File: config.mk
export PLATFORM = sky130hd
export DESIGN_NAME = iqr_outlier_rejecting_mean_unit_flat
export DESIGN_NICKNAME = d
export VERILOG_FILES = /design/src/rtl/iqrm_pkg.sv /design/src/rtl/iqrm_if.sv /design/src/rtl/iqrm_divider.sv /design/src/rtl/iqr_outlier_rejecting_mean_unit.sv /design/src/flat_wrapper.sv
export SDC_FILE = /design/constraint.sdc
export NUM_CORES = 2
export LEC_CHECK = 0
export ABC_AREA = 0
export BUFFER_PORTS_ARGS = -buffer_cell sky130_fd_sc_hd__buf_4
export CORE_ASPECT_RATIO = 0.5
export CORE_MARGIN = 5
export CORE_UTILIZATION = 40
export CTS_BUF_LIST = sky130_fd_sc_hd__clkbuf_8 sky130_fd_sc_hd__clkbuf_16
export DETAILED_ROUTE_END_ITERATION = 10
export SLEW_MARGIN = 20
export SYNTH_ARGS = -nofsm -noshare
export SYNTH_HDL_FRONTEND = slang
export SYNTH_HIERARCHICAL = 1
export SYNTH_SLANG_ARGS = --single-unit
export TNS_END_PERCENT = 50
File: constraint.sdc
create_clock -name clock -period 7.95 [get_ports clock]
set_input_delay 1.59 -clock clock [delete_from_list [all_inputs] [get_ports clock]]
set_output_delay 1.59 -clock clock [all_outputs]
set_load 0.02 [all_outputs]
File: src/rtl/iqrm_pkg.sv
`default_nettype none
package iqrm_pkg;

   // Payload widths of the two channels
   localparam int unsigned SAMPLE_W = 16;
   localparam int unsigned MEAN_W   = 16;
   localparam int unsigned COUNT_W  = 7;
   localparam int unsigned STATUS_W = 2;

   // Default sizing of the sample store
   localparam int unsigned MAX_SAMPLES_DEF = 64;
   localparam int unsigned SAMPLE_BITS_DEF = 16;

   // Result status codes
   typedef enum logic [STATUS_W-1:0] {
      ST_OK    = 2'd0,
      ST_EMPTY = 2'd1,
      ST_NONE  = 2'd2,
      ST_OVER  = 2'd3
   } status_type;

endpackage
`default_nettype wire

File: src/rtl/iqrm_if.sv
`default_nettype none
// Request channel: one distance sample per transfer
interface iqrm_req_if;
   logic                          valid;
   logic                          ready;
   logic [iqrm_pkg::SAMPLE_W-1:0] sample;
   logic                          last;

   modport source (output valid, output sample, output last, input ready);
   modport sink   (input valid, input sample, input last, output ready);
endinterface

// Response channel: one result per burst
interface iqrm_rsp_if;
   logic                          valid;
   logic                          ready;
   logic [iqrm_pkg::MEAN_W-1:0]   mean;
   logic [iqrm_pkg::COUNT_W-1:0]  inlier_count;
   logic [iqrm_pkg::STATUS_W-1:0] status;

   modport source (output valid, output mean, output inlier_count, output status,
                   input ready);
   modport sink   (input valid, input mean, input inlier_count, input status,
                   output ready);
endinterface
`default_nettype wire

File: src/rtl/iqrm_divider.sv
`default_nettype none
// Restoring divider, one quotient bit per cycle
module iqrm_divider #(
   parameter int unsigned DIVIDEND_W = 22,
   parameter int unsigned DIVISOR_W  = 7
) (
   input  wire logic                  clock,
   input  wire logic                  reset,
   input  wire logic                  start,
   input  wire logic [DIVIDEND_W-1:0] dividend,
   input  wire logic [DIVISOR_W-1:0]  divisor,
   output logic                       done,
   output logic [DIVIDEND_W-1:0]      quotient
);

   localparam int unsigned CNT_W = $clog2(DIVIDEND_W + 1);

   logic                  busy_ff, busy_in;
   logic                  done_ff, done_in;
   logic [CNT_W-1:0]      cnt_ff, cnt_in;
   logic [DIVISOR_W-1:0]  rem_ff, rem_in;
   logic [DIVIDEND_W-1:0] quo_ff, quo_in;
   logic [DIVISOR_W:0]    rem_sh;
   logic [DIVISOR_W:0]    rem_sub;
   logic                  ge;

   // Shift in the next dividend bit and try to subtract
   always_comb begin
      rem_sh  = {rem_ff, quo_ff[DIVIDEND_W-1]};
      ge      = (rem_sh >= {1'b0, divisor});
      rem_sub = rem_sh - {1'b0, divisor};
      busy_in = busy_ff;
      done_in = 1'b0;
      cnt_in  = cnt_ff;
      rem_in  = rem_ff;
      quo_in  = quo_ff;
      if (start) begin
         busy_in = 1'b1;
         cnt_in  = CNT_W'(DIVIDEND_W);
         rem_in  = '0;
         quo_in  = dividend;
      end else if (busy_ff) begin
         rem_in = ge ? rem_sub[DIVISOR_W-1:0] : rem_sh[DIVISOR_W-1:0];
         quo_in = {quo_ff[DIVIDEND_W-2:0], ge};
         cnt_in = cnt_ff - 1'b1;
         if (cnt_ff == CNT_W'(1)) begin
            busy_in = 1'b0;
            done_in = 1'b1;
         end
      end
   end

   always_ff @(posedge clock) begin
      if (reset) begin
         busy_ff <= 1'b0;
         done_ff <= 1'b0;
         cnt_ff  <= '0;
      end else begin
         busy_ff <= busy_in;
         done_ff <= done_in;
         cnt_ff  <= cnt_in;
      end
      rem_ff <= rem_in;
      quo_ff <= quo_in;
   end

   assign done     = done_ff;
   assign quotient = quo_ff;

endmodule
`default_nettype wire

File: src/rtl/iqr_outlier_rejecting_mean_unit.sv
`default_nettype none
// Interquartile-range outlier-rejecting mean. Samples stream in one per cycle
// into a store of MAX_SAMPLES entries (held twice, in two synchronous RAMs)
// until one arrives with last set; samples beyond capacity are dropped and
// flagged. The burst is then evaluated while the request side is held off:
// a rank pass finds Q1 and Q3 by counting, for every stored sample, the
// samples below it; a second sweep sums the samples strictly inside
// Q1-1.5*IQR .. Q3+1.5*IQR; a bit-serial divider then gives the truncated
// mean. One response follows per burst; the next burst may load while it
// waits.
module iqr_outlier_rejecting_mean_unit #(
   parameter int unsigned MAX_SAMPLES = iqrm_pkg::MAX_SAMPLES_DEF,
   parameter int unsigned SAMPLE_BITS = iqrm_pkg::SAMPLE_BITS_DEF
) (
   input  wire logic clock,
   input  wire logic reset,
   iqrm_req_if.sink   req_chan,
   iqrm_rsp_if.source rsp_chan
);

   localparam int unsigned CW = $clog2(MAX_SAMPLES + 1);
   localparam int unsigned AW = $clog2(MAX_SAMPLES);
   localparam int unsigned SW = SAMPLE_BITS + CW;
   localparam int unsigned LW = SAMPLE_BITS + 4;
   localparam int unsigned MW = iqrm_pkg::MEAN_W;
   localparam int unsigned OW = iqrm_pkg::COUNT_W;
   localparam int unsigned IW = iqrm_pkg::SAMPLE_W;

   typedef enum logic [2:0] {
      S_LOAD, S_RANK, S_LIMITS, S_SUM, S_DIV, S_OUT
   } state_type;

   state_type              state_ff, state_in;
   logic [CW-1:0]          count_ff, count_in;
   logic                   ovf_ff, ovf_in;
   logic [CW-1:0]          n_ff, n_in;
   logic [CW-1:0]          i_ff, i_in;
   logic [CW-1:0]          j_ff, j_in;
   logic [CW-1:0]          jd_ff, jd_in;
   logic                   pv_ff, pv_in;
   logic [CW-1:0]          rank_ff, rank_in;
   logic [SAMPLE_BITS-1:0] q1_ff, q1_in;
   logic [SAMPLE_BITS-1:0] q3_ff, q3_in;
   logic signed [LW-1:0]   lo2_ff, lo2_in;
   logic signed [LW-1:0]   hi2_ff, hi2_in;
   logic [SW-1:0]          sum_ff, sum_in;
   logic [CW-1:0]          inl_ff, inl_in;
   logic                   rsp_valid_ff, rsp_valid_in;
   logic [MW-1:0]          mean_ff, mean_in;
   logic [OW-1:0]          icnt_ff, icnt_in;
   iqrm_pkg::status_type   status_ff, status_in;

   logic [SAMPLE_BITS-1:0] mem_a [MAX_SAMPLES];
   logic [SAMPLE_BITS-1:0] mem_b [MAX_SAMPLES];
   logic [SAMPLE_BITS-1:0] a_q_ff;
   logic [SAMPLE_BITS-1:0] b_q_ff;

   logic                   req_fire;
   logic                   store_en;
   logic [SAMPLE_BITS-1:0] sample_in;
   logic [SAMPLE_BITS+IW-1:0] sample_ext;
   logic [CW+1:0]          n3;
   logic [CW-1:0]          q1_idx, q3_idx;
   logic                   less;
   logic [SAMPLE_BITS-1:0] iqr;
   logic signed [LW-1:0]   x2;
   logic                   div_start;
   logic                   div_done;
   logic [SW-1:0]          quo;
   logic [SW+MW-1:0]       quo_ext;
   logic [CW+OW-1:0]       inl_ext;

   assign req_fire   = req_chan.valid && (state_ff == S_LOAD);
   assign store_en   = req_fire && (count_ff < CW'(MAX_SAMPLES));
   assign sample_ext = {{SAMPLE_BITS{1'b0}}, req_chan.sample};
   assign sample_in  = sample_ext[SAMPLE_BITS-1:0];

   // Store each sample twice, read both copies every cycle
   always_ff @(posedge clock) begin
      if (store_en) begin
         mem_a[count_ff[AW-1:0]] <= sample_in;
         mem_b[count_ff[AW-1:0]] <= sample_in;
      end
      a_q_ff <= mem_a[i_ff[AW-1:0]];
      b_q_ff <= mem_b[j_ff[AW-1:0]];
   end

   // Quartile ranks n/4 and 3n/4
   assign n3     = {2'b00, n_ff} + {1'b0, n_ff, 1'b0};
   assign q3_idx = n3[CW+1:2];
   assign q1_idx = {2'b00, n_ff[CW-1:2]};

   // Ties rank by store position, so every rank is taken once
   assign less = (b_q_ff < a_q_ff) || ((b_q_ff == a_q_ff) && (jd_ff < i_ff));
   assign iqr  = q3_ff - q1_ff;
   assign x2   = signed'({3'b000, a_q_ff, 1'b0});

   assign quo_ext = {{MW{1'b0}}, quo};
   assign inl_ext = {{OW{1'b0}}, inl_ff};

   // Sequencer
   always_comb begin
      state_in     = state_ff;
      count_in     = count_ff;
      ovf_in       = ovf_ff;
      n_in         = n_ff;
      i_in         = i_ff;
      j_in         = j_ff;
      jd_in        = jd_ff;
      pv_in        = 1'b0;
      rank_in      = rank_ff;
      q1_in        = q1_ff;
      q3_in        = q3_ff;
      lo2_in       = lo2_ff;
      hi2_in       = hi2_ff;
      sum_in       = sum_ff;
      inl_in       = inl_ff;
      rsp_valid_in = rsp_valid_ff && !rsp_chan.ready;
      mean_in      = mean_ff;
      icnt_in      = icnt_ff;
      status_in    = status_ff;
      div_start    = 1'b0;
      unique case (state_ff)
         S_LOAD: begin
            if (req_fire) begin
               if (store_en) begin
                  count_in = count_ff + 1'b1;
               end else begin
                  ovf_in = 1'b1;
               end
               if (req_chan.last) begin
                  n_in     = store_en ? count_ff + 1'b1 : count_ff;
                  count_in = '0;
                  i_in     = '0;
                  j_in     = '0;
                  rank_in  = '0;
                  inl_in   = '0;
                  state_in = (n_in == '0) ? S_OUT : S_RANK;
               end
            end
         end
         S_RANK: begin
            // issue the next compare read
            if (j_ff < n_ff) begin
               j_in  = j_ff + 1'b1;
               jd_in = j_ff;
               pv_in = 1'b1;
            end
            if (pv_ff) begin
               rank_in = rank_ff + CW'(less);
            end
            // rank of sample i is complete
            if ((j_ff == n_ff) && !pv_ff) begin
               if (rank_ff == q1_idx) begin
                  q1_in = a_q_ff;
               end
               if (rank_ff == q3_idx) begin
                  q3_in = a_q_ff;
               end
               i_in    = i_ff + 1'b1;
               j_in    = '0;
               rank_in = '0;
               if (i_in == n_ff) begin
                  state_in = S_LIMITS;
               end
            end
         end
         S_LIMITS: begin
            // doubled limits: 2*Q1-3*IQR and 2*Q3+3*IQR
            lo2_in = signed'({3'b000, q1_ff, 1'b0}) - signed'({3'b000, iqr, 1'b0})
                     - signed'({4'b0000, iqr});
            hi2_in = signed'({3'b000, q3_ff, 1'b0}) + signed'({3'b000, iqr, 1'b0})
                     + signed'({4'b0000, iqr});
            i_in     = '0;
            sum_in   = '0;
            inl_in   = '0;
            state_in = S_SUM;
         end
         S_SUM: begin
            if (i_ff < n_ff) begin
               i_in  = i_ff + 1'b1;
               pv_in = 1'b1;
            end
            if (pv_ff && (x2 > lo2_ff) && (x2 < hi2_ff)) begin
               sum_in = sum_ff + SW'(a_q_ff);
               inl_in = inl_ff + 1'b1;
            end
            if ((i_ff == n_ff) && !pv_ff) begin
               if (inl_ff == '0) begin
                  state_in = S_OUT;
               end else begin
                  div_start = 1'b1;
                  state_in  = S_DIV;
               end
            end
         end
         S_DIV: begin
            if (div_done) begin
               state_in = S_OUT;
            end
         end
         S_OUT: begin
            // hand over once the response register is free
            if (!rsp_valid_ff || rsp_chan.ready) begin
               rsp_valid_in = 1'b1;
               priority if (n_ff == '0) begin
                  status_in = iqrm_pkg::ST_EMPTY;
                  mean_in   = '0;
                  icnt_in   = '0;
               end else if (inl_ff == '0) begin
                  status_in = iqrm_pkg::ST_NONE;
                  mean_in   = '0;
                  icnt_in   = '0;
               end else begin
                  status_in = ovf_ff ? iqrm_pkg::ST_OVER : iqrm_pkg::ST_OK;
                  mean_in   = quo_ext[MW-1:0];
                  icnt_in   = inl_ext[OW-1:0];
               end
               ovf_in   = 1'b0;
               state_in = S_LOAD;
            end
         end
         default: state_in = S_LOAD;
      endcase
   end

   // Hold state and the response register
   always_ff @(posedge clock) begin
      if (reset) begin
         state_ff     <= S_LOAD;
         count_ff     <= '0;
         ovf_ff       <= 1'b0;
         pv_ff        <= 1'b0;
         rsp_valid_ff <= 1'b0;
      end else begin
         state_ff     <= state_in;
         count_ff     <= count_in;
         ovf_ff       <= ovf_in;
         pv_ff        <= pv_in;
         rsp_valid_ff <= rsp_valid_in;
      end
      n_ff      <= n_in;
      i_ff      <= i_in;
      j_ff      <= j_in;
      jd_ff     <= jd_in;
      rank_ff   <= rank_in;
      q1_ff     <= q1_in;
      q3_ff     <= q3_in;
      lo2_ff    <= lo2_in;
      hi2_ff    <= hi2_in;
      sum_ff    <= sum_in;
      inl_ff    <= inl_in;
      mean_ff   <= mean_in;
      icnt_ff   <= icnt_in;
      status_ff <= status_in;
   end

   iqrm_divider #(
      .DIVIDEND_W (SW),
      .DIVISOR_W  (CW)
   ) u_divider (
      .clock    (clock),
      .reset    (reset),
      .start    (div_start),
      .dividend (sum_ff),
      .divisor  (inl_ff),
      .done     (div_done),
      .quotient (quo)
   );

   assign req_chan.ready        = (state_ff == S_LOAD);
   assign rsp_chan.valid        = rsp_valid_ff;
   assign rsp_chan.mean         = mean_ff;
   assign rsp_chan.inlier_count = icnt_ff;
   assign rsp_chan.status       = status_ff;

endmodule
`default_nettype wire

File: src/flat_wrapper.sv
// flat-port wrapper written by rule: the top's interface ports become plain ports
module iqr_outlier_rejecting_mean_unit_flat 
#(
   parameter int unsigned MAX_SAMPLES = iqrm_pkg::MAX_SAMPLES_DEF,
   parameter int unsigned SAMPLE_BITS = iqrm_pkg::SAMPLE_BITS_DEF
)
  (clock, reset, req_chan_valid, req_chan_sample, req_chan_last, req_chan_ready, rsp_chan_valid, rsp_chan_mean, rsp_chan_inlier_count, rsp_chan_status, rsp_chan_ready);
  iqrm_req_if req_chan_i ();
  iqrm_rsp_if rsp_chan_i ();
  input  wire logic clock;
  input  wire logic reset;
  input wire logic [$bits(req_chan_i.valid)-1:0] req_chan_valid;
  input wire logic [$bits(req_chan_i.sample)-1:0] req_chan_sample;
  input wire logic [$bits(req_chan_i.last)-1:0] req_chan_last;
  output wire logic [$bits(req_chan_i.ready)-1:0] req_chan_ready;
  output wire logic [$bits(rsp_chan_i.valid)-1:0] rsp_chan_valid;
  output wire logic [$bits(rsp_chan_i.mean)-1:0] rsp_chan_mean;
  output wire logic [$bits(rsp_chan_i.inlier_count)-1:0] rsp_chan_inlier_count;
  output wire logic [$bits(rsp_chan_i.status)-1:0] rsp_chan_status;
  input wire logic [$bits(rsp_chan_i.ready)-1:0] rsp_chan_ready;
  assign req_chan_i.valid = req_chan_valid;
  assign req_chan_i.sample = req_chan_sample;
  assign req_chan_i.last = req_chan_last;
  assign req_chan_ready = req_chan_i.ready;
  assign rsp_chan_valid = rsp_chan_i.valid;
  assign rsp_chan_mean = rsp_chan_i.mean;
  assign rsp_chan_inlier_count = rsp_chan_i.inlier_count;
  assign rsp_chan_status = rsp_chan_i.status;
  assign rsp_chan_i.ready = rsp_chan_ready;
  iqr_outlier_rejecting_mean_unit #(.MAX_SAMPLES(MAX_SAMPLES), .SAMPLE_BITS(SAMPLE_BITS)) u_core (.clock(clock), .reset(reset), .req_chan(req_chan_i), .rsp_chan(rsp_chan_i));
endmodule
==> summary.md <==
| Metric | Value |
|---|---|
| DRC errors left | 0 |
| Antenna viol nets, final | 0 |
| Layout Cells excl Fill | between 5000 and 6000 |
| Routed len/inst | 30.0 um |
| Most common cell after layout, fill and taps aside | edfxtp_1 |
| Final min period | between 5 and 6 ns |
| Synth Cell Area | a little over 0.06 mm2 |
| PD cells | 295 mW/mm2 |
| Synth Instances | 3418 |
| Req. time, crit path | roughly 8.4 ns |
| Root buf cell | clkbuf_16 |
| Final core occ | 0.449 |
| Via count | ~34000 |
| DRT Pass-1 Iters | 7 |
| Slowest CP cell | nor4_1 |
| Synth warnings | 6 |
| Worst Setup End Kind | flip-flop |
| Layout fillers | about 13000 |
| Crit path largest cell delay | ~0.60 ns |
| TNS Setup | 0 ns |
| Die Ht | slightly below 300 um |
| Pleak | between 0.02 and 0.025 uW |
| Most frequent cells in the layout | edfxtp_1 (1206), mux4_2 (672), ha_1 (168), inv_1 (163), nor2_1 (136) |
| Worst Tran Pin Value | ~1.1 ns |
| R2r setup slk | around 2 ns |
| Post-synth EDFFs | 1206 |
| Max Slew Vio Count | 0 |
| Hold Path Class | flip-flop to flip-flop |
| # setup viols final | 0 |
| Hold buffers post-CTS | 0 |
| Critical setup path kind | flip-flop to flip-flop |
| Clk slew on worst S/H paths | ~0.06 ns |
| Initial Util | 0.402 |
| Reg area | between 0.03 and 0.04 mm2 |
| Mapped Nets | between 3000 and 4000 |
| Max clock buf depth | 3 |
| Clock buffer count from CTS | between 100 and 150 |
| Count of cell types in the netlist | 92 |
| Row count | 102 |
| Clk sinks | approximately 1300 |
| Top FF cell, synth | edfxtp_1 |
| Largest net degree at the start of global routing | 134 |
| Fin crit share | 0.749 |
| Core box area | between 0.15 and 0.2 mm2 |
| Slew Limit Headroom | 0.265 |
| Outcome | complete, no violations |
| Dpl cells | between 5000 and 6000 |
| GR Util All Layers | 0.207 |
| Max cap viols | 0 |
| Final nets | 3688 |
| CP delay by family, top | adder cells |
| # Post-CTS Setup Buffers | 0 |
| Final wirelength | around 170000 um |
| Sequential fraction of the synthesis area | 0.601 |
| Total die area | roughly 0.16 mm2 |
| Initial DRC count | around 3300 |
| Hold path depth | 2 |
| Critical path arrival | 6.42 ns |
| Ys async rst share | 0 |
| Max Fclk | approximately 170 MHz |
| R2R depth | 25 |
| First-pass GRT wire length | about 250000 um |
| Synth-to-Final Area Change | 11.7% |
| Ratio of cells with drive above 1 in the final layout | 0.316 |
| Multi-input gate area | ~0.024 mm2 |
| Die W | 568 um |
| Syn Area/Cell | ~18 um2 |
| Clock latency on the worst-skew pair | 0.77 ns |
| H-tree levels | 3 |
| Antenna violations before repair | 10 |
| Synthesis-stage register bit count | around 1300 |
| Vias per inst | roughly 6 |
| Port Buf Inserts | between 40 and 50 |
| Hold_ws | 0.480 ns |
| Crit start category | flip-flop |
| Max VDD drop | 0.201 mV |
| Critical path depth | 25 |
| Clock Skews | 0.0746 ns |
| Worst Path Max Fanout | 5 |
| Post-DP HPWL | 104000 um |
| Post-CTS Resized | 0 |
| Vias in the first global route | roughly 35000 |
| CTS tree | built |
| Worst path bufs/invs | 3 |
| RD Place Congestion | between 0.8 and 0.9 |
| Final hold vios | 0 |
| GRT overflow | 0 |
| RSZ-0062 raised after global routing | no |
| # IOs | 48 |
-- routing by layer --
layer | GRT usage | routed length [um] | part of all wire | vias up
met5 | 0 | 0 | 0 | -
met4 | 0.0552 | 5040 | 0.030 | 0
met3 | 0.0407 | 13400 | 0.078 | 275
met2 | 0.335 | 81000 | 0.47 | 1386
met1 | 0.288 | 71100 | 0.42 | 18600
li1 | - | - | - | 14300
-- synth_stat cells (all sizes together) (12+ instances only) --
cell | n | area [um2]
edfxtp | 1206 | 36200
mux4 | 672 | 15100
nor2 | 201 | 757
ha | 168 | 2100
inv | 153 | 577
clkbuf | 112 | 420
xnor2 | 84 | 743
nand2 | 79 | 297
buf | 77 | 310
a21oi | 76 | 384
o21ai | 72 | 368
dfxtp | 59 | 1180
xor2 | 44 | 393
a21o | 35 | 267
nor3 | 35 | 185
nor2b | 31 | 194
and2 | 30 | 190
nand3 | 28 | 145
mux2 | 25 | 282
nand2b | 22 | 138
and3 | 14 | 87.6
fa | 13 | 260
o21a | 13 | 97.6
a21boi | 12 | 90.1
nand4 | 12 | 75.1
-- final timing paths --
| check | to | from |
|---|---|---|
| worst max-delay path | u_core/lo2_ff[17] | u_core/q3_ff[0] |
| worst min-delay path | u_core/u_divider/rem_ff[6] | u_core/u_divider/rem_ff[6] |
| worst max register to register | u_core/lo2_ff[17] | u_core/q3_ff[0] |
| worst min register to register | u_core/u_divider/rem_ff[6] | u_core/u_divider/rem_ff[6] |
-- where the power goes --
| part | total, uW | leakage [uW] | internal (uW) | switching, uW |
|---|---|---|---|---|
| clock network | 5910 | 0.00203 | 3320 | 2590 |
| logic | 6600 | 0.00918 | 3000 | 3600 |
| registers | 7960 | 0.0114 | 7610 | 344 |
-- metrics by stage --
| step | cell area (um2) | total power [uW] | worst slack [ns] |
|---|---|---|---|
| after CTS | 69400 | 20600 | 2.06 |
| after global routing | 69400 | 21200 | 1.69 |
| final | 69500 | 20500 | 2.00 |
| after floorplan | 62200 | 12300 | 2.80 |
| after global placement | 65400 | 14600 | 2.10 |
| after detailed placement | 65400 | 14700 | 2.07 |
-- registers in the layout, indices dropped and copies added (netlist names), 18 cells and up --
name	count
u_core/mem_b	1008
u_core/sum_ff	23
u_core/u_divider/quotient	23
u_core/lo2_ff	19
u_core/hi2_ff	18
-- worst register-to-register path, delay by kind of cell (launching register included) --
kind | cells | cell delay [ns]
AO/OA/AOI/OAI | 8 | 1.44
XOR/XNOR | 3 | 0.55
AND/OR/NAND/NOR | 6 | 1.40
adder cells (fa/ha/maj) | 5 | 1.58
flip-flops | 1 | 0.45
buffers and inverters | 3 | 0.29
-- cell type report --
cell class | instances | share of cell area
sequential | 1265 | 0.538
multi-input combinational | 1809 | 0.341
clock buffer | 124 | 0.0442
tap | 2080 | 0.0375
timing repair buffer | 136 | 0.0161
clock inverter | 103 | 0.0140
inverter | 154 | 0.00843
antenna | 5 | 0.000180
-- cells by family after synthesis --
group | synth area share
AO/OA/AOI/OAI | 0.0325
XOR/XNOR | 0.0187
adder cells (fa/ha/maj) | 0.0383
buffers and inverters | 0.0212
flip-flops | 0.601
multiplexers | 0.248
AND/OR/NAND/NOR | 0.0395
No activity file was read; power rests on OpenSTA's default activity.
